### src/sv/balance_turn_torque_controller_assert.svh
// Assertion macros shared by the controller modules.
`ifndef BALANCE_TURN_TORQUE_CONTROLLER_ASSERT_SVH
`define BALANCE_TURN_TORQUE_CONTROLLER_ASSERT_SVH

// Check that is switched off while reset is asserted.
`define BTTC_CHECK(label, clk, rstn, prop, msg) \
    label: assert property (@(posedge clk) disable iff (!rstn) prop) else $error(msg);

// Check that must also hold during reset.
`define BTTC_CHECK_ALWAYS(label, clk, prop, msg) \
    label: assert property (@(posedge clk) prop) else $error(msg);

`endif

### src/sv/bttc_pkg.sv
// Shared types, constants and helpers of the balance and turn torque controller.
package bttc_pkg;

    // Window ring geometry.
    localparam int MAX_WINDOW = 64;
    localparam int RING_AW    = $clog2(MAX_WINDOW);
    localparam int WIN_W      = 7;
    localparam int POS_W      = (RING_AW + 1 > WIN_W) ? RING_AW + 1 : WIN_W;
    localparam int SUM_W      = 32 + RING_AW;
    localparam int SUM_LO_W   = SUM_W / 2;
    localparam int SUM_HI_W   = SUM_W - SUM_LO_W;

    // Error and product widths.
    localparam int E_W = 34;
    localparam int P_W = E_W + 32;

    // Gain table shape.
    localparam int GAIN_SETS  = 4;
    localparam int GAIN_POS   = 6;
    localparam logic [4:0] GAIN_SLOTS = 5'd24;

    // Modes, same encoding as requests.
    localparam logic [2:0] MODE_SIT     = 3'd0;
    localparam logic [2:0] MODE_STAND   = 3'd1;
    localparam logic [2:0] MODE_BALANCE = 3'd2;
    localparam logic [2:0] MODE_LEFT    = 3'd3;
    localparam logic [2:0] MODE_RIGHT   = 3'd4;
    localparam logic [2:0] MODE_SITDOWN = 3'd5;

    // Word kinds.
    localparam logic CMD_TICK = 1'b0;
    localparam logic CMD_GAIN = 1'b1;

    // Register indexes.
    localparam logic [2:0] REG_WINDOW = 3'd0;
    localparam logic [2:0] REG_IGAIN  = 3'd1;
    localparam logic [2:0] REG_ELIMIT = 3'd2;
    localparam logic [2:0] REG_EXTRA  = 3'd3;
    localparam logic [2:0] REG_TURN   = 3'd4;

    // Fixed-point thresholds and limits.
    localparam logic signed [31:0] UPRIGHT_BOUND = 32'sd3539;
    localparam logic signed [31:0] IMU_SEATED    = -32'sd119275;
    localparam logic [6:0]         UPRIGHT_TICKS = 7'd100;
    localparam logic signed [22:0] SPIN_LIMIT    = 23'sd786432;
    localparam logic signed [22:0] TORQUE_LIMIT  = 23'sd3276800;
    localparam logic signed [22:0] SIT_TORQUE    = 23'sd983040;

    typedef struct packed {
        logic        [WIN_W-1:0] window;
        logic signed [31:0]      igain;
        logic signed [31:0]      elimit;
        logic signed [31:0]      extra;
        logic signed [31:0]      turn;
    } cfg_t;

    typedef struct packed {
        logic               cmd;
        logic        [4:0]  gain_slot;
        logic signed [31:0] gain_value;
        logic        [2:0]  mode_request;
        logic signed [31:0] pitch_angle;
        logic signed [31:0] pitch_rate;
        logic signed [31:0] wheel_position;
        logic signed [31:0] wheel_velocity;
        logic signed [31:0] spin_position;
        logic signed [31:0] spin_velocity;
        logic signed [31:0] imu_angle;
    } item_t;

    typedef struct packed {
        logic [2:0]                    mode;
        logic [GAIN_POS-1:0][E_W-1:0]  e;
        logic [GAIN_POS-1:0][31:0]     k;
        logic                          integ;
        logic [SUM_W-1:0]              rsum;
        logic [31:0]                   igain;
        logic [31:0]                   extra;
    } ctrl_t;

    typedef struct packed {
        logic [2:0]                    mode;
        logic [GAIN_POS-1:0][P_W-1:0]  p;
        logic                          integ;
        logic [SUM_HI_W+31:0]          ph;
        logic [SUM_LO_W+32:0]          pl;
        logic [31:0]                   extra;
    } mult_t;

    // Sign-extend a 32-bit value to the error width.
    function automatic logic signed [E_W-1:0] sx_e(input logic [31:0] v);
        sx_e = {{(E_W-32){v[31]}}, v};
    endfunction

    // Gain set of a table slot (slot divided by six).
    function automatic logic [1:0] slot_set(input logic [4:0] slot);
        if (slot >= 5'd18) begin
            slot_set = 2'd3;
        end else if (slot >= 5'd12) begin
            slot_set = 2'd2;
        end else if (slot >= 5'd6) begin
            slot_set = 2'd1;
        end else begin
            slot_set = 2'd0;
        end
    endfunction

    // Position within a gain set (slot modulo six).
    function automatic logic [2:0] slot_pos(input logic [4:0] slot);
        logic [4:0] base;
        base = 5'(slot_set(slot)) * 5'd6;
        slot_pos = 3'(slot - base);
    endfunction

endpackage

### src/sv/bttc_ctrl.sv
// Mode sequencing, references, gain table and windowed spin ring; first pipeline stage.
`include "balance_turn_torque_controller_assert.svh"
module bttc_ctrl
    import bttc_pkg::*;
(
    input  logic  aclk,
    input  logic  aresetn,
    input  cfg_t  cfg,
    input  logic  in_vld,
    output logic  in_rdy,
    input  item_t in,
    output logic  c_vld,
    input  logic  c_rdy,
    output ctrl_t c
);

    logic [2:0]               mode_reg;
    logic [6:0]               cnt_reg;
    logic signed [31:0]       refw_reg;
    logic signed [31:0]       refs_reg;
    logic [31:0]              gain_reg [GAIN_POS][GAIN_SETS];
    logic [31:0]              ring_mem [MAX_WINDOW];
    logic [MAX_WINDOW-1:0]    ring_vld_reg;
    logic [RING_AW-1:0]       pos_reg;
    logic [SUM_W-1:0]         sum_reg;
    logic [31:0]              ent_mem_reg;
    logic                     ent_vld_reg;
    logic                     ent_fwd_reg;
    logic [31:0]              ent_fwd_data_reg;
    logic                     c_vld_reg;
    ctrl_t                    c_reg;

    logic                     fire;
    logic                     tick;
    logic                     gwr;
    logic [1:0]               wset;
    logic [2:0]               wpos;
    logic [2:0]               m1;
    logic [2:0]               m2;
    logic [6:0]               cnt1;
    logic [6:0]               cnt_next;
    logic                     capture;
    logic                     upright;
    logic signed [31:0]       refw_next;
    logic signed [31:0]       refs_next;
    logic signed [E_W-1:0]    rs;
    logic signed [E_W-1:0]    e [GAIN_POS];
    logic [1:0]               set;
    logic                     clear;
    logic                     integ;
    logic [31:0]              v;
    logic [WIN_W-1:0]         w_eff;
    logic [RING_AW-1:0]       pos_eff;
    logic [POS_W-1:0]         pos_inc;
    logic [RING_AW-1:0]       pos_after;
    logic [RING_AW-1:0]       pos_nx;
    logic [RING_AW-1:0]       pf_addr;
    logic [31:0]              old;
    logic [SUM_W-1:0]         sum_new;
    logic                     fwd;
    logic                     vld_pf;
    ctrl_t                    c_next;

    assign in_rdy = !c_vld_reg || c_rdy;
    assign fire   = in_vld && in_rdy;
    assign tick   = fire && (in.cmd == CMD_TICK);
    assign gwr    = fire && (in.cmd == CMD_GAIN) && (in.gain_slot < GAIN_SLOTS);
    assign wset   = slot_set(in.gain_slot);
    assign wpos   = slot_pos(in.gain_slot);

    // Mode request, reference capture and stand-up / sit-down sequencing.
    always_comb begin
        m1 = (in.mode_request <= MODE_SITDOWN) ? in.mode_request : mode_reg;
        capture = (((mode_reg == MODE_LEFT) || (mode_reg == MODE_RIGHT))
                   && (m1 == MODE_BALANCE))
                  || ((mode_reg == MODE_SIT) && (m1 == MODE_STAND));
        refw_next = capture ? in.wheel_position : refw_reg;
        refs_next = capture ? in.spin_position : refs_reg;
        upright = (in.pitch_angle < UPRIGHT_BOUND) && (in.pitch_angle > -UPRIGHT_BOUND);
        cnt1 = cnt_reg + 7'(upright);
        m2 = m1;
        cnt_next = cnt_reg;
        if ((m1 == MODE_SITDOWN) && (in.imu_angle < IMU_SEATED)) begin
            m2 = MODE_SIT;
        end else if (m1 == MODE_STAND) begin
            if (cnt1 > UPRIGHT_TICKS) begin
                m2 = MODE_BALANCE;
                cnt_next = '0;
            end else begin
                cnt_next = cnt1;
            end
        end
    end

    // Errors against the references and the turn offset.
    always_comb begin
        rs = sx_e(refs_next);
        if (m2 == MODE_LEFT) begin
            rs = sx_e(refs_next) + sx_e(cfg.turn);
        end else if (m2 == MODE_RIGHT) begin
            rs = sx_e(refs_next) - sx_e(cfg.turn);
        end
        e[0] = sx_e(in.pitch_angle);
        e[1] = sx_e(in.pitch_rate);
        e[2] = sx_e(in.wheel_position) - sx_e(refw_next);
        e[3] = sx_e(in.wheel_velocity);
        e[4] = sx_e(in.spin_position) - rs;
        e[5] = sx_e(in.spin_velocity);
        set  = 2'(m2 - 3'd1);
    end

    // Ring update: spin error, saturated symmetrically to the largest 32-bit
    // magnitude, replaces the oldest entry.
    always_comb begin
        clear = (m2 == MODE_STAND) || (m2 == MODE_BALANCE);
        integ = ((m2 == MODE_LEFT) || (m2 == MODE_RIGHT)) && (e[4] < sx_e(cfg.elimit));
        if (e[4] > sx_e(32'h7FFF_FFFF)) begin
            v = 32'h7FFF_FFFF;
        end else if (e[4] < -sx_e(32'h7FFF_FFFF)) begin
            v = 32'h8000_0001;
        end else begin
            v = e[4][31:0];
        end
        if (cfg.window == '0) begin
            w_eff = WIN_W'(1);
        end else if (POS_W'(cfg.window) > POS_W'(MAX_WINDOW)) begin
            w_eff = WIN_W'(MAX_WINDOW);
        end else begin
            w_eff = cfg.window;
        end
        pos_eff   = (POS_W'(pos_reg) >= POS_W'(w_eff)) ? '0 : pos_reg;
        pos_inc   = POS_W'(pos_eff) + POS_W'(1);
        pos_after = (pos_inc >= POS_W'(w_eff)) ? '0 : pos_inc[RING_AW-1:0];
        old       = ent_fwd_reg ? ent_fwd_data_reg : (ent_vld_reg ? ent_mem_reg : '0);
        sum_new   = sum_reg + {{(SUM_W-32){v[31]}}, v} - {{(SUM_W-32){old[31]}}, old};
    end

    // Address of the ring entry the next word will replace.
    always_comb begin
        pos_nx = pos_reg;
        if (tick && clear) begin
            pos_nx = '0;
        end else if (tick && integ) begin
            pos_nx = pos_after;
        end
        pf_addr = (POS_W'(pos_nx) >= POS_W'(w_eff)) ? '0 : pos_nx;
        fwd     = tick && integ && (pos_eff == pf_addr);
        vld_pf  = !(tick && clear) && ring_vld_reg[pf_addr];
    end

    // Stage register contents.
    always_comb begin
        c_next.mode  = m2;
        for (int i = 0; i < GAIN_POS; i++) begin
            c_next.e[i] = e[i];
            c_next.k[i] = gain_reg[i][set];
        end
        c_next.integ = integ;
        c_next.rsum  = sum_new;
        c_next.igain = cfg.igain;
        c_next.extra = cfg.extra;
    end

    // Control state and ring bookkeeping.
    always_ff @(posedge aclk) begin
        if (!aresetn) begin
            mode_reg     <= MODE_SIT;
            cnt_reg      <= '0;
            refw_reg     <= '0;
            refs_reg     <= '0;
            ring_vld_reg <= '0;
            pos_reg      <= '0;
            sum_reg      <= '0;
            ent_vld_reg  <= 1'b0;
            ent_fwd_reg  <= 1'b0;
            c_vld_reg    <= 1'b0;
            for (int p = 0; p < GAIN_POS; p++) begin
                for (int s = 0; s < GAIN_SETS; s++) begin
                    gain_reg[p][s] <= '0;
                end
            end
        end else begin
            ent_vld_reg <= vld_pf;
            ent_fwd_reg <= fwd;
            if (gwr) begin
                gain_reg[wpos][wset] <= in.gain_value;
            end
            if (tick) begin
                mode_reg <= m2;
                cnt_reg  <= cnt_next;
                refw_reg <= refw_next;
                refs_reg <= refs_next;
                if (clear) begin
                    ring_vld_reg <= '0;
                    pos_reg      <= '0;
                    sum_reg      <= '0;
                end else if (integ) begin
                    ring_vld_reg[pos_eff] <= 1'b1;
                    pos_reg               <= pos_after;
                    sum_reg               <= sum_new;
                end
            end
            if (tick) begin
                c_vld_reg <= 1'b1;
            end else if (c_rdy) begin
                c_vld_reg <= 1'b0;
            end
        end
    end

    // Ring memory and its prefetch read.
    always_ff @(posedge aclk) begin
        if (tick && integ) begin
            ring_mem[pos_eff] <= v;
        end
        ent_mem_reg      <= ring_mem[pf_addr];
        ent_fwd_data_reg <= v;
        if (tick) begin
            c_reg <= c_next;
        end
    end

    assign c_vld = c_vld_reg;
    assign c     = c_reg;

    `BTTC_CHECK_ALWAYS(a_cnt_bound, aclk, !aresetn || (cnt_reg <= UPRIGHT_TICKS), "upright count overran")
    `BTTC_CHECK(a_clear_sum, aclk, aresetn, tick && clear |=> sum_reg == '0, "ring sum not cleared")
    `BTTC_CHECK(a_gain_silent, aclk, aresetn, fire && (in.cmd == CMD_GAIN) && !c_vld_reg |=> !c_vld_reg, "gain write produced a result")

endmodule

### config.mk
export PLATFORM = sky130hd
export DESIGN_NAME = bttc_ctrl
export DESIGN_NICKNAME = d
export VERILOG_FILES = /design/src/sv/bttc_pkg.sv /design/src/sv/bttc_ctrl.sv
export VERILOG_INCLUDE_DIRS = /design/src /design/src/sv
export SDC_FILE = /design/constraint.sdc
export NUM_CORES = 2
export LEC_CHECK = 0
export ABC_AREA = 1
export BUFFER_PORTS_ARGS = -buffer_cell sky130_fd_sc_hd__buf_2
export CAP_MARGIN = 20
export CORE_MARGIN = 1.5
export CORE_UTILIZATION = 55
export DETAILED_ROUTE_END_ITERATION = 6
export PLACE_DENSITY = 0.72
export SETUP_SLACK_MARGIN = 0.3
export SLEW_MARGIN = 30
export SYNTH_ARGS = -nofsm -noshare
export SYNTH_HDL_FRONTEND = slang
export SYNTH_SLANG_ARGS = --single-unit
export TNS_END_PERCENT = 10
### constraint.sdc
create_clock -name aclk -period 27.9 [get_ports aclk]
set_input_delay 5.58 -clock aclk [delete_from_list [all_inputs] [get_ports aclk]]
set_output_delay 5.58 -clock aclk [all_outputs]
set_load 0.05 [all_outputs]
Yosys cells after proc, flatten, opt, wreduce, memory -nomap -nowiden
Memories as Yosys holds them, arrays and structs flattened. A register that Yosys moved wholly into a read port is not among the register bits.
Cells that the tools add are included.
- reductions and logical operators: 29
- multiply operators: 1
- order comparisons: 22
- equality and inequality tests: 10
- bitwise operators: 5
- mux-type cells: 64
- add/sub/neg operators: 10
- operator list (cell ; number):
    two-way mux 32 bit ; 19
    binary-select mux 32 bit (select 2 bit) ; 6
    two-way mux 128 bit ; 3
    two-way mux 64 bit ; 2
    OR reduction 128 bit ; 1
    two-way mux 38 bit ; 2
    two-way mux 34 bit ; 2
    subtractor 32 x 32 -> 33 bit ; 2
    demux 32 bit (select 2 bit) ; 1
    OR 64 bit ; 1
    two-way mux 6 bit ; 7
    adder 38 bit ; 1
    subtractor 38 bit ; 1
    greater-than comparator 34 x 32 -> 1 bit (second input constant) ; 1
    < comparator 34 x 32 -> 1 bit ; 1
    < comparator 34 x 32 -> 1 bit (second input constant) ; 1
    subtractor 32 x 34 -> 34 bit ; 1
    adder 32 x 32 -> 33 bit ; 1
    greater-than comparator 32 x 13 -> 1 bit (second input constant) ; 1
    < comparator 32 x 13 -> 1 bit (second input constant) ; 1
    < comparator 32 x 18 -> 1 bit (second input constant) ; 1
    two-way mux 7 bit ; 3
    logical AND 1 bit ; 15
    two-way mux 3 bit ; 5
    34 further kinds ; 62
- RAM bits: 2816
- bits in registers: 711
- memories kept: 2
- input port bits: 404
- output and inout bits: 504
- memory list (memory ; words ; bits a word ; rd ports ; clocked after memory_dff ; write ports ; line ; text):
    ring_mem ; 64 ; 32 ; 1 ; 1 ; 1 ; bttc_ctrl.sv:22 ; logic [31:0] ring_mem [MAX_WINDOW];
    gain_reg ; 6 ; 128 ; 6 ; 0 ; 6 ; bttc_ctrl.sv:21 ; logic [31:0] gain_reg [GAIN_POS][GAIN_SETS];

Depth between registers and ports, before layout
- word-level depth: 21
- depth in mapped cells: 83
- mapped depth without buffers: 78

Worst setup path after synthesis
Ideal clock, no wire load.
- path type: input to register
- start point: input c_rdy
- end point: register mode_reg[0]
- required time: 27.232 ns
- stages on the path: 7
- buffers on the path: 2
- arrival time: 20.703 ns
- setup slack: 6.528 ns
- cells stage by stage: nor2_1 inv_1 nand2_1 nor2_1 clkbuf_1 clkbuf_1 a21oi_1
- longest elaborated chain between the ends: 3
- ends and longest elaborated chain (element ; line ; text):
    start, declared ; bttc_ctrl.sv:13 ; input logic c_rdy,
    logical OR 1 bit ; bttc_ctrl.sv:64 ; assign in_rdy = !c_vld_reg || c_rdy;
    named net in_rdy ; bttc_ctrl.sv:10 ; output logic in_rdy,
    logical AND 1 bit ; bttc_ctrl.sv:65 ; assign fire = in_vld && in_rdy;
    logical AND 1 bit ; bttc_ctrl.sv:66 ; assign tick = fire && (in.cmd == CMD_TICK);
    named net tick ; bttc_ctrl.sv:34 ; logic tick;
    end signal, assigned ; bttc_ctrl.sv:189 ; mode_reg <= m2;
    end, declared ; bttc_ctrl.sv:17 ; logic [2:0] mode_reg;
The timed path passes the listed nets, and every way through them passes these cells.
A chain may end at the register's enable or synchronous reset.

==> out/summary.log <==
INFO  yosys          ff_latch_count_synth=3,558
INFO  grt            grt_max_degree=238
INFO  worst_setup_path reg2reg_depth=65
INFO  routing        drt_drc_violations_left=0
INFO  routing        detail_route.first_pass.iterations=6
INFO  hold_path      holdCritPathClass=flop to flop
INFO  die            floorplan.die.width=531.1um
INFO  sta            tns=0ns
INFO  layout         largest_register_ffs=2,048
INFO  yosys          synth-seq-area-share=68.04%
INFO  sta            holdWs=0.4618ns
INFO  grt            grt_overflow_total=0
INFO  routing        route.antenna.remaining_nets=0
INFO  die            top_level_ports=908
INFO  yosys          post_synth.cell_area_avg=11.46squm
INFO  worst_setup_path worstSetupPathType=input port to flop
INFO  hold_path      whs_path_depth=2
INFO  yosys          post_synth_fa_ha_maj_area_fraction=2.371%
INFO  sta            finalCritPeriodShare=72.88%
INFO  yosys          synth_top_family_by_area=simple AND/OR/NAND/NOR gates
INFO  yosys          multiplexer_share_of_the_synthesized_area=0.1958%
INFO  worst_setup_path worst-endpoint-required=28.77ns
INFO  routing        avgViaCountPerCell=5.962
INFO  grt            antenna_found_initial=163
INFO  pwr            vdd_drop_max=85.80uV
INFO  sta            final_period_minus_worst_setup_slack=20.33ns
INFO  run_status     run_status=finished, final reports clean
INFO  routing        route.detailed.wl_per_inst=27.87um
INFO  clock_network  tritoncts=yes
INFO  yosys          synthDistinctLibCells=59
INFO  routing        wl=507,100um
INFO  routing        vias=108,500
INFO  sta            timing_worst_slew_pin_value=1.084ns
INFO  yosys          dominantRegCellSynth=sky130_fd_sc_hd__edfxtp_1
INFO  yosys          synth-simple-area-share=13.90%
INFO  worst_setup_path startpoint_type=input port
INFO  sta            report.final.slew_viol_count=0
INFO  sta            setup_repair_after_global_routing_missed_its_margin=false
INFO  yosys          share_of_flip_flops_with_an_asynchronous_set_or_reset_after_synthesis=0%
INFO  layout         layout_commonest_cell=sky130_fd_sc_hd__edfxtp_1
INFO  die            floorplan.rows=193
INFO  placed_design  post-dp-hpwl=318,700um
INFO  clock_network  cts_hold_repair.buffers=0
INFO  worst_setup_path critical_path.max_stage_delay=0.84ns
INFO  sta            timing.clock.skew=0.1004ns
INFO  grt            grt_first_pass_wirelength=708,800um
INFO  layout         layout-drive-gt1-share=13.16%
INFO  sta            timing.max_slew.rel_slack=27.75%
INFO  yosys          synth_compound_area_share=8.657%
INFO  layout         areaGrowthSynthToFinish=13.14%
INFO  clock_network  clk_path_buf_depth=4
INFO  pwr            post-layout-total-power=0.01483W
INFO  routing        drtIter0Drc=15,480
INFO  worst_setup_path crit_path_frequent_cell=sky130_fd_sc_hd__nand2_1
INFO  sta            final-setup-viol-count=0
INFO  clock_network  cts.repair_timing.setup_buffer_count=0
INFO  clock_network  cts_made_buffers=362
INFO  die            design.die.area=0.2820sqmm
INFO  pwr            p_per_area=85.49mW/mm^2
INFO  worst_setup_path critical_path.endpoint_type=flop
INFO  die            fp.coreArea=0.2770sqmm
INFO  clock_network  cts_htree_levels=5
INFO  clock_network  clkTransAtPathRegs=0.06ns
INFO  yosys          synthesis.area=0.1534sqmm
INFO  clock_network  worst_skew_pair.late_latency=0.98ns
INFO  die            dieHeight=531.1um
INFO  grt            groute.usage.overall=35.35%
INFO  worst_setup_path critical_path.max_fanout=83
INFO  job            drv_cap=0
INFO  layout         mostFrequentLayoutCells=3,309 x sky130_fd_sc_hd__edfxtp_1, 1,953 x sky130_fd_sc_hd__nand2_1, 1,523 x sky130_fd_sc_hd__nor2_1
INFO  sta            finalHoldViolCount=0
INFO  yosys          synth_enable_flop_cells=3,309
INFO  yosys          synth_top_cells_by_area=sky130_fd_sc_hd__edfxtp_1 65%, sky130_fd_sc_hd__nand2_1 4.8%, sky130_fd_sc_hd__o211ai_1 4.2%, sky130_fd_sc_hd__nand3_1 4.0%, sky130_fd_sc_hd__nor2_1 3.7%
INFO  worst_setup_path cpMaxStageDelayCell=sky130_fd_sc_hd__inv_2
INFO  worst_setup_path worstPathArrival=21.20ns
INFO  yosys          synthesis.instances=13,380
INFO  placed_design  gp_congestion=0.9947
INFO  clock_network  numClockSinks=3,558
INFO  pwr            p_leak=67.83nW
INFO  clock_network  cts-root-buf=sky130_fd_sc_hd__clkbuf_16
INFO  yosys          yosys_warnings=0
INFO  die            initial_utilization=55.37%
INFO  yosys          synth_top_cell_area_share=64.79%
INFO  layout         final_net_count=14,740
INFO  sta            max_clock_freq=49.18MHz
INFO  yosys          mappedNetlistNets=14,050
INFO  yosys          xor_xnor_share_of_the_synthesized_area=0.6568%
INFO  clock_network  ctsResizeCount=0
INFO  yosys          synth.largest_area_cell=sky130_fd_sc_hd__edfxtp_1
INFO  placed_design  port_buffers=907
INFO  grt            first_global_vias=98,400
==> Yosys cell counts (11+ instances only) <==
cell type,count
sky130_fd_sc_hd__edfxtp_1,3309
sky130_fd_sc_hd__nand2_1,1958
sky130_fd_sc_hd__nor2_1,1526
sky130_fd_sc_hd__inv_1,1494
sky130_fd_sc_hd__nand3_1,1212
sky130_fd_sc_hd__o211ai_1,862
sky130_fd_sc_hd__clkbuf_1,463
sky130_fd_sc_hd__o21ai_0,383
sky130_fd_sc_hd__a21oi_1,335
sky130_fd_sc_hd__buf_2,303
sky130_fd_sc_hd__dfxtp_1,249
sky130_fd_sc_hd__ha_1,225
sky130_fd_sc_hd__o32ai_1,192
sky130_fd_sc_hd__nor3_1,148
sky130_fd_sc_hd__or2_1,104
sky130_fd_sc_hd__xor2_1,75
sky130_fd_sc_hd__o21a_1,73
sky130_fd_sc_hd__buf_1,56
sky130_fd_sc_hd__nand4_1,50
sky130_fd_sc_hd__fa_1,41
sky130_fd_sc_hd__xnor2_1,40
sky130_fd_sc_hd__or2_2,37
sky130_fd_sc_hd__mux2i_1,30
sky130_fd_sc_hd__a22o_1,29
sky130_fd_sc_hd__buf_4,23
sky130_fd_sc_hd__a31oi_1,15
sky130_fd_sc_hd__buf_6,14
sky130_fd_sc_hd__inv_2,13
sky130_fd_sc_hd__nor4_1,12
sky130_fd_sc_hd__o21bai_1,12
sky130_fd_sc_hd__a21boi_0,11
==> critical path: cells and delay by family <==
| kind | cells | cell delay [ns] |
|---|---|---|
| buffers and inverters | 11 | 4.86 |
| AOI/OAI and AO/OA | 21 | 4.48 |
| and+or+nand+nor | 29 | 4.26 |
| adders and majority gates | 5 | 1.73 |
==> cell families after synthesis <==
family                   Yosys count
buffers and inverters           2370
AND/OR/NAND/NOR                 5065
adder cells (fa/ha/maj)          266
multiplexers                      30
XOR/XNOR                         115
flip-flops                      3558
AO/OA/AOI/OAI                   1974
==> final timing paths <==
path | start | end | slack, ns
max | in[224] | ent_mem_reg[17]$_DFF_P_ | 7.57
min | ring_vld_reg[49]$_SDFFE_PN0P_ | ring_vld_reg[49]$_SDFFE_PN0P_ | 0.46
max reg2reg | mode_reg[1]$_SDFFE_PN0P_ | ent_mem_reg[17]$_DFF_P_ | 12.16
min reg2reg | ring_vld_reg[49]$_SDFFE_PN0P_ | ring_vld_reg[49]$_SDFFE_PN0P_ | 0.46
==> layer usage <==
layer / track usage [%] / vias to the layer above / wire length, um
met5: 0.4444 / - / 335
met4: 25.16 / 46 / 40890
met1: 45.88 / 52220 / 181700
met2: 51.76 / 6640 / 221200
li1: - / 48310 / -
met3: 9.248 / 1244 / 62930
==> per-stage QoR <==
| step | area (sq um) | setup slack (ns) | instances | utilization (%) |
|---|---|---|---|---|
| 2_1_floorplan | 153400 | 6.528 | 13380 | - |
| 3_3_place_gp | 161400 | 6.939 | 17410 | 58.28 |
| 3_5_place_dp | 161500 | 6.902 | 17410 | 58.31 |
| 4_1_cts | 173200 | 7.840 | 18080 | 62.52 |
| 5_1_grt | 173400 | 6.287 | 18160 | 62.62 |
| 6_report | 173500 | 7.568 | 18190 | 62.64 |
==> final cells by class <==
class | instances | area (sq um)
Clock inverter | 205 | 1921
Clock buffer | 466 | 9726
Antenna cell | 112 | 280.3
Fill cell | 21150 | 103500
Inverter | 1511 | 5708
Tap cell | 3705 | 4636
Timing Repair Buffer | 1185 | 6845
Sequential cell | 3558 | 104400
Multi-Input combinational cell | 7450 | 40040
==> power breakdown <==
group	switching, W	internal, W
logic	0.00257	0.000700
registers	0.000100	0.00668
clock network	0.00209	0.00269
(Power assumes the default switching activity.)
