--- config.mk ---
export PLATFORM = sky130hd
export DESIGN_NAME = bttc_mix
export DESIGN_NICKNAME = d
export VERILOG_FILES = /design/src/sv/bttc_pkg.sv /design/src/sv/bttc_mix.sv
export VERILOG_INCLUDE_DIRS = /design/src /design/src/sv
export SDC_FILE = /design/constraint.sdc
export NUM_CORES = 1
export LEC_CHECK = 0
export BUFFER_PORTS_ARGS = -buffer_cell sky130_fd_sc_hd__buf_2
export CAP_MARGIN = 5
export CORE_UTILIZATION = 40
export CTS_BUF_LIST = sky130_fd_sc_hd__clkbuf_16
export DETAILED_ROUTE_END_ITERATION = 10
export SYNTH_ARGS = -nofsm -noshare
export SYNTH_HDL_FRONTEND = slang
export SYNTH_SLANG_ARGS = --single-unit
--- constraint.sdc ---
create_clock -name aclk -period 11.7 [get_ports aclk]
set_input_delay 1.17 -clock aclk [delete_from_list [all_inputs] [get_ports aclk]]
set_output_delay 1.17 -clock aclk [all_outputs]
set_load 0.05 [all_outputs]
--- src/sv/balance_turn_torque_controller_assert.svh ---
// Assertion macros shared by the controller modules.
`ifndef BALANCE_TURN_TORQUE_CONTROLLER_ASSERT_SVH
`define BALANCE_TURN_TORQUE_CONTROLLER_ASSERT_SVH

// Check that is switched off while reset is asserted.
`define BTTC_CHECK(label, clk, rstn, prop, msg) \
    label: assert property (@(posedge clk) disable iff (!rstn) prop) else $error(msg);

// Check that must also hold during reset.
`define BTTC_CHECK_ALWAYS(label, clk, prop, msg) \
    label: assert property (@(posedge clk) prop) else $error(msg);

`endif

--- src/sv/bttc_pkg.sv ---
// Shared types, constants and helpers of the balance and turn torque controller.
package bttc_pkg;

    // Window ring geometry.
    localparam int MAX_WINDOW = 64;
    localparam int RING_AW    = $clog2(MAX_WINDOW);
    localparam int WIN_W      = 7;
    localparam int POS_W      = (RING_AW + 1 > WIN_W) ? RING_AW + 1 : WIN_W;
    localparam int SUM_W      = 32 + RING_AW;
    localparam int SUM_LO_W   = SUM_W / 2;
    localparam int SUM_HI_W   = SUM_W - SUM_LO_W;

    // Error and product widths.
    localparam int E_W = 34;
    localparam int P_W = E_W + 32;

    // Gain table shape.
    localparam int GAIN_SETS  = 4;
    localparam int GAIN_POS   = 6;
    localparam logic [4:0] GAIN_SLOTS = 5'd24;

    // Modes, same encoding as requests.
    localparam logic [2:0] MODE_SIT     = 3'd0;
    localparam logic [2:0] MODE_STAND   = 3'd1;
    localparam logic [2:0] MODE_BALANCE = 3'd2;
    localparam logic [2:0] MODE_LEFT    = 3'd3;
    localparam logic [2:0] MODE_RIGHT   = 3'd4;
    localparam logic [2:0] MODE_SITDOWN = 3'd5;

    // Word kinds.
    localparam logic CMD_TICK = 1'b0;
    localparam logic CMD_GAIN = 1'b1;

    // Register indexes.
    localparam logic [2:0] REG_WINDOW = 3'd0;
    localparam logic [2:0] REG_IGAIN  = 3'd1;
    localparam logic [2:0] REG_ELIMIT = 3'd2;
    localparam logic [2:0] REG_EXTRA  = 3'd3;
    localparam logic [2:0] REG_TURN   = 3'd4;

    // Fixed-point thresholds and limits.
    localparam logic signed [31:0] UPRIGHT_BOUND = 32'sd3539;
    localparam logic signed [31:0] IMU_SEATED    = -32'sd119275;
    localparam logic [6:0]         UPRIGHT_TICKS = 7'd100;
    localparam logic signed [22:0] SPIN_LIMIT    = 23'sd786432;
    localparam logic signed [22:0] TORQUE_LIMIT  = 23'sd3276800;
    localparam logic signed [22:0] SIT_TORQUE    = 23'sd983040;

    typedef struct packed {
        logic        [WIN_W-1:0] window;
        logic signed [31:0]      igain;
        logic signed [31:0]      elimit;
        logic signed [31:0]      extra;
        logic signed [31:0]      turn;
    } cfg_t;

    typedef struct packed {
        logic               cmd;
        logic        [4:0]  gain_slot;
        logic signed [31:0] gain_value;
        logic        [2:0]  mode_request;
        logic signed [31:0] pitch_angle;
        logic signed [31:0] pitch_rate;
        logic signed [31:0] wheel_position;
        logic signed [31:0] wheel_velocity;
        logic signed [31:0] spin_position;
        logic signed [31:0] spin_velocity;
        logic signed [31:0] imu_angle;
    } item_t;

    typedef struct packed {
        logic [2:0]                    mode;
        logic [GAIN_POS-1:0][E_W-1:0]  e;
        logic [GAIN_POS-1:0][31:0]     k;
        logic                          integ;
        logic [SUM_W-1:0]              rsum;
        logic [31:0]                   igain;
        logic [31:0]                   extra;
    } ctrl_t;

    typedef struct packed {
        logic [2:0]                    mode;
        logic [GAIN_POS-1:0][P_W-1:0]  p;
        logic                          integ;
        logic [SUM_HI_W+31:0]          ph;
        logic [SUM_LO_W+32:0]          pl;
        logic [31:0]                   extra;
    } mult_t;

    // Sign-extend a 32-bit value to the error width.
    function automatic logic signed [E_W-1:0] sx_e(input logic [31:0] v);
        sx_e = {{(E_W-32){v[31]}}, v};
    endfunction

    // Gain set of a table slot (slot divided by six).
    function automatic logic [1:0] slot_set(input logic [4:0] slot);
        if (slot >= 5'd18) begin
            slot_set = 2'd3;
        end else if (slot >= 5'd12) begin
            slot_set = 2'd2;
        end else if (slot >= 5'd6) begin
            slot_set = 2'd1;
        end else begin
            slot_set = 2'd0;
        end
    endfunction

    // Position within a gain set (slot modulo six).
    function automatic logic [2:0] slot_pos(input logic [4:0] slot);
        logic [4:0] base;
        base = 5'(slot_set(slot)) * 5'd6;
        slot_pos = 3'(slot - base);
    endfunction

endpackage

--- src/sv/bttc_mix.sv ---
// Product sums, spin and torque clamps, and the result register.
`include "balance_turn_torque_controller_assert.svh"
module bttc_mix
    import bttc_pkg::*;
(
    input  logic        aclk,
    input  logic        aresetn,
    input  logic        in_vld,
    output logic        in_rdy,
    input  mult_t       p,
    output logic        m_vld,
    input  logic        m_rdy,
    output logic [22:0] left_torque,
    output logic [22:0] right_torque,
    output logic [2:0]  current_mode
);

    localparam int T_W  = P_W - 16;
    localparam int TH_W = T_W + 1;
    localparam int RT_W = SUM_HI_W + 36;
    localparam int SP_W = ((TH_W > RT_W) ? TH_W : RT_W) + 2;
    localparam int LR_W = TH_W + 2;

    logic                    a_vld_reg;
    logic [2:0]              a_mode_reg;
    logic signed [TH_W-1:0]  a_th_reg;
    logic signed [TH_W-1:0]  a_x_reg;
    logic signed [SP_W-1:0]  a_sp_reg;
    logic                    b_vld_reg;
    logic [2:0]              b_mode_reg;
    logic signed [TH_W:0]    b_thx_reg;
    logic signed [22:0]      b_spc_reg;
    logic                    o_vld_reg;
    logic [2:0]              o_mode_reg;
    logic signed [22:0]      o_left_reg;
    logic signed [22:0]      o_right_reg;

    logic                    o_ld;
    logic                    b_ld;
    logic                    a_ld;
    logic signed [T_W-1:0]   t [GAIN_POS];
    logic signed [RT_W-1:0]  rt;
    logic signed [TH_W-1:0]  th_next;
    logic signed [TH_W-1:0]  x_next;
    logic signed [SP_W-1:0]  sp_next;
    logic signed [22:0]      spc_next;
    logic signed [LR_W-1:0]  l_sum;
    logic signed [LR_W-1:0]  r_sum;
    logic signed [22:0]      left_next;
    logic signed [22:0]      right_next;

    // Stage handshakes.
    assign o_ld   = b_vld_reg && (!o_vld_reg || m_rdy);
    assign b_ld   = a_vld_reg && (!b_vld_reg || o_ld);
    assign in_rdy = !a_vld_reg || b_ld;
    assign a_ld   = in_vld && in_rdy;

    // Floor each product to Q16.16 and form the three partial torques.
    always_comb begin
        for (int i = 0; i < GAIN_POS; i++) begin
            t[i] = T_W'($signed(p.p[i]) >>> 16);
        end
        rt = (RT_W'($signed(p.ph)) <<< 3) + RT_W'($signed(p.pl) >>> 16);
        th_next = TH_W'(t[0]) + TH_W'(t[1]);
        x_next  = TH_W'(t[2]) + TH_W'(t[3]);
        sp_next = SP_W'(t[4]) + SP_W'(t[5]) + SP_W'($signed(p.extra));
        if (p.integ) begin
            sp_next = sp_next + SP_W'(rt);
        end
    end

    // Spin clamp.
    always_comb begin
        if (a_sp_reg > SP_W'(SPIN_LIMIT)) begin
            spc_next = SPIN_LIMIT;
        end else if (a_sp_reg < -SP_W'(SPIN_LIMIT)) begin
            spc_next = -SPIN_LIMIT;
        end else begin
            spc_next = 23'(a_sp_reg);
        end
    end

    // Wheel torques, clamped; sitting and sitting down use fixed values.
    always_comb begin
        l_sum = LR_W'(b_thx_reg) + LR_W'(b_spc_reg);
        r_sum = LR_W'(b_thx_reg) - LR_W'(b_spc_reg);
        if (l_sum > LR_W'(TORQUE_LIMIT)) begin
            left_next = TORQUE_LIMIT;
        end else if (l_sum < -LR_W'(TORQUE_LIMIT)) begin
            left_next = -TORQUE_LIMIT;
        end else begin
            left_next = 23'(l_sum);
        end
        if (r_sum > LR_W'(TORQUE_LIMIT)) begin
            right_next = TORQUE_LIMIT;
        end else if (r_sum < -LR_W'(TORQUE_LIMIT)) begin
            right_next = -TORQUE_LIMIT;
        end else begin
            right_next = 23'(r_sum);
        end
        if (b_mode_reg == MODE_SIT) begin
            left_next  = '0;
            right_next = '0;
        end else if (b_mode_reg == MODE_SITDOWN) begin
            left_next  = SIT_TORQUE;
            right_next = SIT_TORQUE;
        end
    end

    always_ff @(posedge aclk) begin
        if (!aresetn) begin
            a_vld_reg <= 1'b0;
            b_vld_reg <= 1'b0;
            o_vld_reg <= 1'b0;
        end else begin
            if (a_ld) begin
                a_vld_reg <= 1'b1;
            end else if (b_ld) begin
                a_vld_reg <= 1'b0;
            end
            if (b_ld) begin
                b_vld_reg <= 1'b1;
            end else if (o_ld) begin
                b_vld_reg <= 1'b0;
            end
            if (o_ld) begin
                o_vld_reg <= 1'b1;
            end else if (m_rdy) begin
                o_vld_reg <= 1'b0;
            end
        end
    end

    always_ff @(posedge aclk) begin
        if (a_ld) begin
            a_mode_reg <= p.mode;
            a_th_reg   <= th_next;
            a_x_reg    <= x_next;
            a_sp_reg   <= sp_next;
        end
        if (b_ld) begin
            b_mode_reg <= a_mode_reg;
            b_thx_reg  <= (TH_W+1)'(a_th_reg) + (TH_W+1)'(a_x_reg);
            b_spc_reg  <= spc_next;
        end
        if (o_ld) begin
            o_mode_reg  <= b_mode_reg;
            o_left_reg  <= left_next;
            o_right_reg <= right_next;
        end
    end

    assign m_vld        = o_vld_reg;
    assign left_torque  = o_left_reg;
    assign right_torque = o_right_reg;
    assign current_mode = o_mode_reg;

    `BTTC_CHECK(a_sit_zero, aclk, aresetn, o_vld_reg && (o_mode_reg == MODE_SIT) |-> (o_left_reg == '0) && (o_right_reg == '0), "sitting mode drove torque")

endmodule

# == Word level (Yosys, flattened, before mapping) ==
# Index checks and enable logic that the tools add are counted.
# word_totals
register_bits,292
input_bits,539
output_inout_bits,51
wordCells,69
# op_classes
n_addsub,9
magnitude_cmp,6
eq_ne,1
n_mux,14
reduce_logical,19
# op_table
op,count
adder 50 x 50 -> 51 bit,3
> comparator 53 x 23 -> 1 bit (second input constant),2
< comparator 53 x 23 -> 1 bit (second input constant),2
2-to-1 mux 23 bit,3
> comparator 57 x 21 -> 1 bit (second input constant),1
< comparator 57 x 21 -> 1 bit (second input constant),1
2-to-1 mux 57 bit,1
adder 52 x 55 -> 56 bit,1
adder 54 x 36 -> 55 bit,1
adder 52 x 23 -> 53 bit,1
subtractor 52 x 23 -> 53 bit,1
adder 51 x 32 -> 52 bit,1
adder 51 x 51 -> 52 bit,1
2-to-1 mux 22 bit,2
2-to-1 mux 20 bit,2
OR reduction 4 bit,2
2-to-1 mux 1 bit,6
nonzero test 2 bit,3
OR reduction 3 bit,2
OR reduction 2 bit,2
== test 3 bit (second input constant),1
logical AND 1 bit,3
zero test 1 bit,3
zero test 3 bit,1
logical OR 1 bit,3

# == Depth between registers and ports, before layout ==
# Gate-level depths: netlist of run 1.
# logic_depth
ltp_word,8
mapped_depth,32
ltp_nobuf,31

# == Least setup slack after synthesis of run 1 ==
# OpenSTA, ideal clock, no wires.
# synth_path
kind,input-to-reg
startpoint,in m_rdy
endpoint,"reg a_mode_reg[0], enable pin"
setup_ps,778
arrival_time_ps,9280
t_required_ps,10922
path_slack_ps,1642
cell_stages,2
path_buffers,0
path_cell_list,nor2b_1 > a31oi_1
# synth_between
elab_chain_cells,6
# synth_lines
item,line_no,rtl
"start, declared",bttc_mix.sv:12,"input logic m_rdy,"
logical OR 1 bit,bttc_mix.sv:53,assign o_ld = b_vld_reg && (!o_vld_reg || m_rdy);
logical AND 1 bit,bttc_mix.sv:53,
logical OR 1 bit,bttc_mix.sv:54,assign b_ld = a_vld_reg && (!b_vld_reg || o_ld);
logical AND 1 bit,bttc_mix.sv:54,
logical OR 1 bit,bttc_mix.sv:55,assign in_rdy = !a_vld_reg || b_ld;
logical AND 1 bit,bttc_mix.sv:56,assign a_ld = in_vld && in_rdy;
via a_ld,bttc_mix.sv:40,logic a_ld;
"end signal, assigned",bttc_mix.sv:136,a_mode_reg <= p.mode;
"end, declared",bttc_mix.sv:25,logic [2:0] a_mode_reg;
# The timed path passes the listed nets, and every way through them passes these cells.
# A chain may end at the register's enable or synchronous reset.

# == Final worst setup path of run 1 ==
# layout_path
startpoint,in p[7] in the netlist's numbering
endpoint,"reg a_sp_reg[52], data pin"
# layout_between
elab_chain_cells,3
# layout_lines
item,line_no,rtl
"start, declared",bttc_mix.sv:10,"input mult_t p,"
adder 51 x 32 -> 52 bit (*),bttc_mix.sv:66,sp_next = SP_W'(t[4]) + SP_W'(t[5]) + SP_W'($signed(p.extra));
adder 52 x 55 -> 56 bit,bttc_mix.sv:68,sp_next = sp_next + SP_W'(rt);
2-to-1 mux 57 bit (*),bttc_mix.sv:67,if (p.integ) begin
via sp_next[52],bttc_mix.sv:45,logic signed [SP_W-1:0] sp_next;
"end signal, assigned",bttc_mix.sv:139,a_sp_reg <= sp_next;
"end, declared",bttc_mix.sv:28,logic signed [SP_W-1:0] a_sp_reg;
# Mark *: on every way through the listed nets, which the timed path passes. The rest lies on a longest branch.

==> flow_metrics.env, run 1 <==
export IMPL_ys_ff_latch=291
export IMPL_finalHoldViolations=0
export IMPL_nNetsFinal=5013
export IMPL_vias=29100
export IMPL_worst_pin_slew_ns=1.23
export IMPL_fin_area_mm2=0.0371
export IMPL_numCtsBuffers=35
export IMPL_clock_sinks=291
export IMPL_cap_violations=0
export IMPL_largest_reg_flops=56
export IMPL_synthCells=3567
export IMPL_dp_hpwl_um=85300
export IMPL_fin_tns_setup_ns=0
export IMPL_path_clk_slew_ns=0.06
export IMPL_met1_usage_pct=32.3
export IMPL_cp_start_kind="input pin"
export IMPL_setup_ws_ns=3.06
export IMPL_rsz0062_at_grt="false"
export IMPL_setup_violations=0
export IMPL_synth_area_mm2=0.0325
export IMPL_portBuffers=477
export IMPL_die_w_um=287
export IMPL_critPathArrivalTime_ns=8.94
export IMPL_use_met3_pct=4.38
export IMPL_antenna_found_initial=35
export IMPL_status="complete, no violations"
export IMPL_critPathCaptureType="flip-flop"
export IMPL_grt_remaining_overflow=0
export IMPL_ys_async_sr_fraction_pct=0
export IMPL_cp_max_fo=5
export IMPL_ys_flop_type="edfxtp_1"
export IMPL_place_ws_ns=2.66
export IMPL_timing_final_crit_period_ns=8.64
export IMPL_wl_per_cell_um=19.9
export IMPL_rows=104
export IMPL_dr_pass1_iters=5
export IMPL_avgSynthCellArea_um2=9.12
export IMPL_synth_edf_count=288
export IMPL_htree_num_levels=2
export IMPL_synth_warnings=0
export IMPL_coreArea_mm2=0.0804
export IMPL_initial_core_util_pct=40.4
export IMPL_final_common_cell="buf_2"
export IMPL_leakagePower_nw=15.9
export IMPL_grt_busiest_layer="met2"
export IMPL_place_congestion=0.936
export IMPL_grt_use_total_pct=24.1
export IMPL_peakVddDrop_mv=0.0947
export IMPL_ant_nets=0
export IMPL_crit_type="input pin to flip-flop"
export IMPL_cts_resized=0
export IMPL_post_cts_setup_buffer_count=0
export IMPL_grtUsageMet2_pct=40.3
export IMPL_seq_area_frac_synth_pct=26.8
export IMPL_clk_latency_ns=0.56
export IMPL_relSlewSlack_pct=15.9
export IMPL_drtIter0Drc=1951
export IMPL_area_delta_synth_final_pct=14.1
export IMPL_fillers=7823
export IMPL_wl_um=101000
export IMPL_drc=0
export IMPL_syn_num_nets=4576
export IMPL_synth_distinct_cells=101
export IMPL_grt_pass1_vias=28500
export IMPL_clock_fmax_mhz=116
export IMPL_cts_root_buf="clkbuf_16"
export IMPL_final_util_pct=46.1
export IMPL_grt_pass1_wl_um=157000
export IMPL_die_h_um=287
export IMPL_dpl_cell_area_mm2=0.0360
export IMPL_critPathRequiredTime_ns=12.00
export IMPL_mostFrequentLayoutCells="buf_2 (477), ha_1 (362), a21oi_1 (360)"
export IMPL_final_layout_size_suffix_gt1_share_pct=16.1
export IMPL_holdBufCountCts=0
export IMPL_grt_max_degree=152
export IMPL_fin_worst_skew_ns=0.0206
export IMPL_tritoncts="yes"
export IMPL_hp_class="flip-flop to flip-flop"
export IMPL_final_period_utilization_pct=73.8
export IMPL_clk_path_buf_depth=3
export IMPL_dieArea_mm2=0.0824
export IMPL_powerDensity_mw_per_mm2=195
export IMPL_routed_via_density=5.72
export IMPL_drv_slew=0
export IMPL_ioPinCount=590
[cells in the mapped netlist (8+ instances only)]
| cell type | number | share of area [%] |
|---|---|---|
| ha_1 | 362 | 14 |
| a21oi_1 | 360 | 5.5 |
| edfxtp_1 | 288 | 27 |
| nor2_1 | 238 | 2.7 |
| xnor2_1 | 210 | 5.7 |
| nand2_1 | 197 | 2.3 |
| a21o_1 | 182 | 4.2 |
| o21ai_0 | 182 | 2.8 |
| inv_1 | 180 | 2.1 |
| fa_1 | 108 | 6.6 |
| nand3_1 | 101 | 1.6 |
| xor2_1 | 87 | 2.3 |
| nor3_1 | 78 | 1.2 |
| nand4_1 | 65 | 1.3 |
| o21bai_1 | 64 | 1.5 |
| nor2b_1 | 58 | 1.1 |
| clkbuf_1 | 56 | 0.65 |
| and2_1 | 50 | 0.96 |
| a31oi_1 | 49 | 0.94 |
| nor4_1 | 46 | 0.89 |
| o21a_1 | 44 | 1.0 |
| mux2_2 | 43 | 1.5 |
| nand2b_1 | 42 | 0.81 |
| and3_1 | 41 | 0.79 |
| a211oi_1 | 32 | 0.74 |
| o211ai_1 | 32 | 0.74 |
| o31ai_1 | 29 | 0.67 |
| or3_1 | 23 | 0.44 |
| buf_2 | 21 | 0.32 |
| or4_1 | 17 | 0.39 |
| a211o_1 | 16 | 0.43 |
| or2_2 | 16 | 0.31 |
| a21boi_0 | 15 | 0.35 |
| a2111oi_0 | 12 | 0.32 |
| a31o_2 | 12 | 0.32 |
| o22ai_1 | 11 | 0.21 |
| o31a_1 | 11 | 0.30 |
| and4_1 | 10 | 0.27 |
| a311oi_1 | 9 | 0.24 |
| a221oi_1 | 8 | 0.22 |
| a41oi_1 | 8 | 0.22 |
| nor2_2 | 8 | 0.15 |
| o311ai_0 | 8 | 0.22 |
[power breakdown]
| group | switching, mW | internal [mW] |
|---|---|---|
| clock network | 0.449 | 0.620 |
| registers | 0.128 | 1.50 |
| logic | 2.69 | 1.85 |
[layout make-up]
cell class / instances / area [um2] / area share, %
Timing Repair Buffer: 486 / 2470 / 6.65
Clock buffer: 37 / 926 / 2.50
Tap cell: 1060 / 1330 / 3.57
Sequential cell: 291 / 8710 / 23.5
Antenna cell: 5 / 12.5 / 0.0337
Multi-Input combinational cell: 3009 / 22800 / 61.4
Clock inverter: 25 / 194 / 0.523
Inverter: 181 / 679 / 1.83
[critical path, cell delays in order]
cell and delay [ns]:
buf_2 0.12, fa_1 0.47, ha_1 0.37, a21o_1 0.20, a21o_1 0.19, a2111oi_0 1.07
a211oi_1 0.40, o21ai_0 0.27, o211ai_1 0.24, and2_1 0.24, o21ai_0 0.13, nor2b_1 0.19
xnor2_1 0.18, fa_1 0.46, ha_1 0.37, nand4_1 0.14, nor2_1 0.28, nand2_1 0.11
o21ai_0 0.13, o21bai_1 0.14, a22oi_1 0.23, o21ai_0 0.52, a222oi_1 0.19, a211o_1 0.35
o21ai_0 0.30, a31oi_1 0.15, xnor2_1 0.14, a21o_1 0.18
[worst paths after layout]
kind / start / end / slack, ns / depth (start not counted)
setup / recovery: p[7] / a_sp_reg[52]$_DFFE_PP_ / 3.06 / 28
hold / removal: a_mode_reg[0]$_DFFE_PP_ / b_mode_reg[0]$_DFFE_PP_ / 0.42 / 0
setup reg to reg: b_spc_reg[22]$_SDFFCE_PP0P_ / right_torque[15]$_SDFFCE_PP0P_ / 5.53 / 17
hold reg to reg: a_mode_reg[0]$_DFFE_PP_ / b_mode_reg[0]$_DFFE_PP_ / 0.42 / 0
[logic make-up after synthesis]
logic type | Yosys count | synth area share [%]
adder cells (fa/ha/maj) | 470 | 20.6
buffers and inverters | 267 | 3.22
AO/OA/AOI/OAI | 1169 | 23.7
XOR/XNOR | 297 | 8.00
AND/OR/NAND/NOR | 1028 | 16.2
flip-flops | 291 | 26.8
multiplexers | 45 | 1.55
[routing by layer]
layer	part of all wire [%]	up-vias	wire (um)
met5	0.34	-	349
met4	2.1	56	2170
met3	6.0	170	6060
met2	47	819	47200
met1	45	13800	45600
li1	-	14300	-
[through the flow]
| step | cells | total power, mW | hold WS [ns] |
|---|---|---|---|
| 6_report | 5094 | 7.24 | 0.418 |
| 2_1_floorplan | 3567 | 5.00 | 0.400 |
| 5_1_grt | 5092 | 7.82 | 0.429 |
| 4_1_cts | 5089 | 7.24 | 0.420 |
| 3_3_place_gp | 5027 | 6.11 | 0.403 |
| 3_5_place_dp | 5027 | 6.13 | 0.406 |
(Power assumes the default switching activity.)
==> inputs of run 2 (changes only) <==
- clock period: 11.7 -> 9 ns (I/O delays scaled with it)
==> run 2 against run 1 <==
Effect of this change:
- register-to-register slack worse by 2.9 ns
- cell area grew 0.26%
- non-clock buffer count rose by 9
- largest power group unchanged
- global-route usage decreased by 0.20 points
- clock skew fell by 0.0061 ns
- die area is the same
- sequential share of layout area fell by 0.062 points
- via count decreased by 0.32%
- sequential power up 29%
- core utilization rose by 0.12 points
- hold slack better by 0.0036 ns
==> flow_metrics.env, run 2 (same netlist as run 1, synthesis figures left out) <==
export IMPL_ff2ff_path_depth=17
export IMPL_critPathArrivalTime_ns=8.29
export IMPL_r2r_setup_slack_ns=2.68
export IMPL_holdBufCountCts=0
export IMPL_ant_nets=0
export IMPL_cp_top_family="compound AO/OA/AOI/OAI gates"
export IMPL_post_cts_setup_buffer_count=0
export IMPL_hp_class="flip-flop to flip-flop"
export IMPL_final_period_utilization_pct=88.8
export IMPL_portBuffers=477
export IMPL_drtIter0Drc=1666
export IMPL_routed_top_layer="met5"
export IMPL_path_buf_inv=5
export IMPL_dr_pass1_iters=6
export IMPL_cp_start_kind="input pin"
export IMPL_max_stage_delay_ns=0.53
export IMPL_critPathCaptureType="flip-flop"
export IMPL_crit_end="a_sp_reg[54]$_DFFE_PP_"
export IMPL_relSlewSlack_pct=35.2
export IMPL_cts_resized=0
export IMPL_r2r_start="b_spc_reg[22]$_SDFFCE_PP0P_"
export IMPL_tritoncts="yes"
export IMPL_crit_cells=33
export IMPL_final_common_cell="buf_2"
export IMPL_grt_remaining_overflow=0
export IMPL_powerDensity_mw_per_mm2=255
export IMPL_drc=0
export IMPL_final_layout_size_suffix_gt1_share_pct=16.3
export IMPL_die_w_um=287
export IMPL_largest_reg_flops=56
export IMPL_dieArea_mm2=0.0824
export IMPL_numCtsBuffers=35
export IMPL_min_from="a_mode_reg[2]$_DFFE_PP_"
export IMPL_rows=104
export IMPL_leakagePower_nw=16.0
export IMPL_drv_slew=0
export IMPL_nNetsFinal=5022
export IMPL_fillers=7995
export IMPL_wl_um=101000
export IMPL_clock_sinks=291
export IMPL_clock_fmax_mhz=125
export IMPL_met2_length_um=46900
export IMPL_htree_num_levels=2
export IMPL_crit_type="input pin to flip-flop"
export IMPL_crit_start="p[1]"
export IMPL_vias=29000
export IMPL_ioPinCount=590
export IMPL_finalHoldViolations=0
export IMPL_worst_pin_slew_ns=0.947
export IMPL_fin_hold_ws_ns=0.422
export IMPL_mostFrequentLayoutCells="buf_2 (477), ha_1 (362), a21oi_1 (360)"
export IMPL_coreArea_mm2=0.0804
export IMPL_grt_pass1_vias=27700
export IMPL_cts_root_buf="clkbuf_16"
export IMPL_clk_path_buf_depth=3
export IMPL_met3_length_um=6060
export IMPL_timing_final_crit_period_ns=7.99
export IMPL_critPathRequiredTime_ns=9.30
export IMPL_wl_per_cell_um=19.9
export IMPL_setup_violations=0
export IMPL_routed_via_density=5.68
export IMPL_antenna_found_initial=37
export IMPL_cpMaxStageDelayCell="fa_1"
export IMPL_status="complete, no violations"
export IMPL_grt_pass1_wl_um=155000
export IMPL_grt_use_total_pct=23.9
export IMPL_peakVddDrop_mv=0.133
export IMPL_dp_hpwl_um=85700
export IMPL_place_congestion=0.929
export IMPL_die_h_um=287
export IMPL_fin_tns_setup_ns=0
export IMPL_rr_endpoint="right_torque[15]$_SDFFCE_PP0P_"
export IMPL_cap_violations=0
export IMPL_clk_latency_ns=0.54
export IMPL_path_clk_slew_ns=0.06
export IMPL_met1_length_um=46000
export IMPL_rsz0062_at_grt="false"
export IMPL_total_power_mw=9.50
export IMPL_initial_core_util_pct=40.4
export IMPL_cp_max_fo=4
export IMPL_fin_worst_skew_ns=0.0146
export IMPL_grt_max_degree=144
export IMPL_area_delta_synth_final_pct=14.4
==> run 2: cell count changes in the layout (fill, tap and decap cells not counted) <==
cell,before,now
clkinvlp_4,4,5
clkinv_2,5,4
clkbuf_16,37,35
inv_16,1,0
buf_4,8,17
clkinv_4,2,0
inv_6,0,2
bufinv_16,2,5
diode_2,5,11
clkinv_1,6,4
==> run 2: cell type report <==
| cell class | count | area [um2] | area share [%] |
|---|---|---|---|
| multi-input cells | 3009 | 22800 | 61.3 |
| flip-flops and latches | 291 | 8710 | 23.4 |
| repair buffers | 495 | 2530 | 6.81 |
| well taps | 1060 | 1330 | 3.56 |
| clock buffers | 35 | 876 | 2.35 |
| inverters | 181 | 679 | 1.83 |
| clock inverters | 25 | 259 | 0.696 |
| diodes | 11 | 27.5 | 0.0740 |
==> run 2: per-layer routing <==
metal	up-vias	track usage, %
li1	14300	-
met1	13800	32.2
met2	764	39.7
met3	152	4.31
met4	50	5.29
met5	-	0
==> run 2: stage by stage <==
step / area (um2) / worst slack (ns) / std cells / util, %
global placement: 36000 / 0.657 / 5036 / 44.8
floorplan: 32500 / 1.70 / 3567 / -
global route: 37200 / 0.497 / 5101 / 46.2
finish: 37200 / 1.01 / 5107 / 46.3
CTS: 37200 / 1.11 / 5096 / 46.2
detailed placement: 36000 / 0.562 / 5036 / 44.8
==> run 2: worst register-to-register path, stage by stage, from the launching register on <==
cell and delay [ns]:
edfxtp_1 0.32, buf_4 0.34, inv_1 0.07, buf_4 0.26, ha_1 0.69, a21oi_1 0.33
o31ai_1 0.56, nor3_1 0.11, o31ai_1 0.49, a311o_1 0.31, nor2_1 0.15, o31ai_1 0.34
xnor2_1 0.25, nand4_1 0.14, or4_1 0.52, or4_4 0.49, a21oi_2 0.49, and4_1 0.30
==> run 2: worst min-delay path by stage <==
stage / end / slack [ns] / cells after the start
detailed placement: b_mode_reg[2]$_DFFE_PP_ / 0.41 / 0
floorplan: b_mode_reg[0]$_DFFE_PP_ / 0.40 / 0
global route: b_mode_reg[0]$_DFFE_PP_ / 0.44 / 0
CTS: b_mode_reg[2]$_DFFE_PP_ / 0.42 / 0
global placement: b_mode_reg[0]$_DFFE_PP_ / 0.40 / 0
finish: b_mode_reg[2]$_DFFE_PP_ / 0.42 / 0
==> run 2: report_power, final <==
group          total (mW)  internal, mW  switching [mW]
clock network        1.42         0.852           0.570
logic                5.97          2.43            3.54
registers            2.11          1.96           0.156
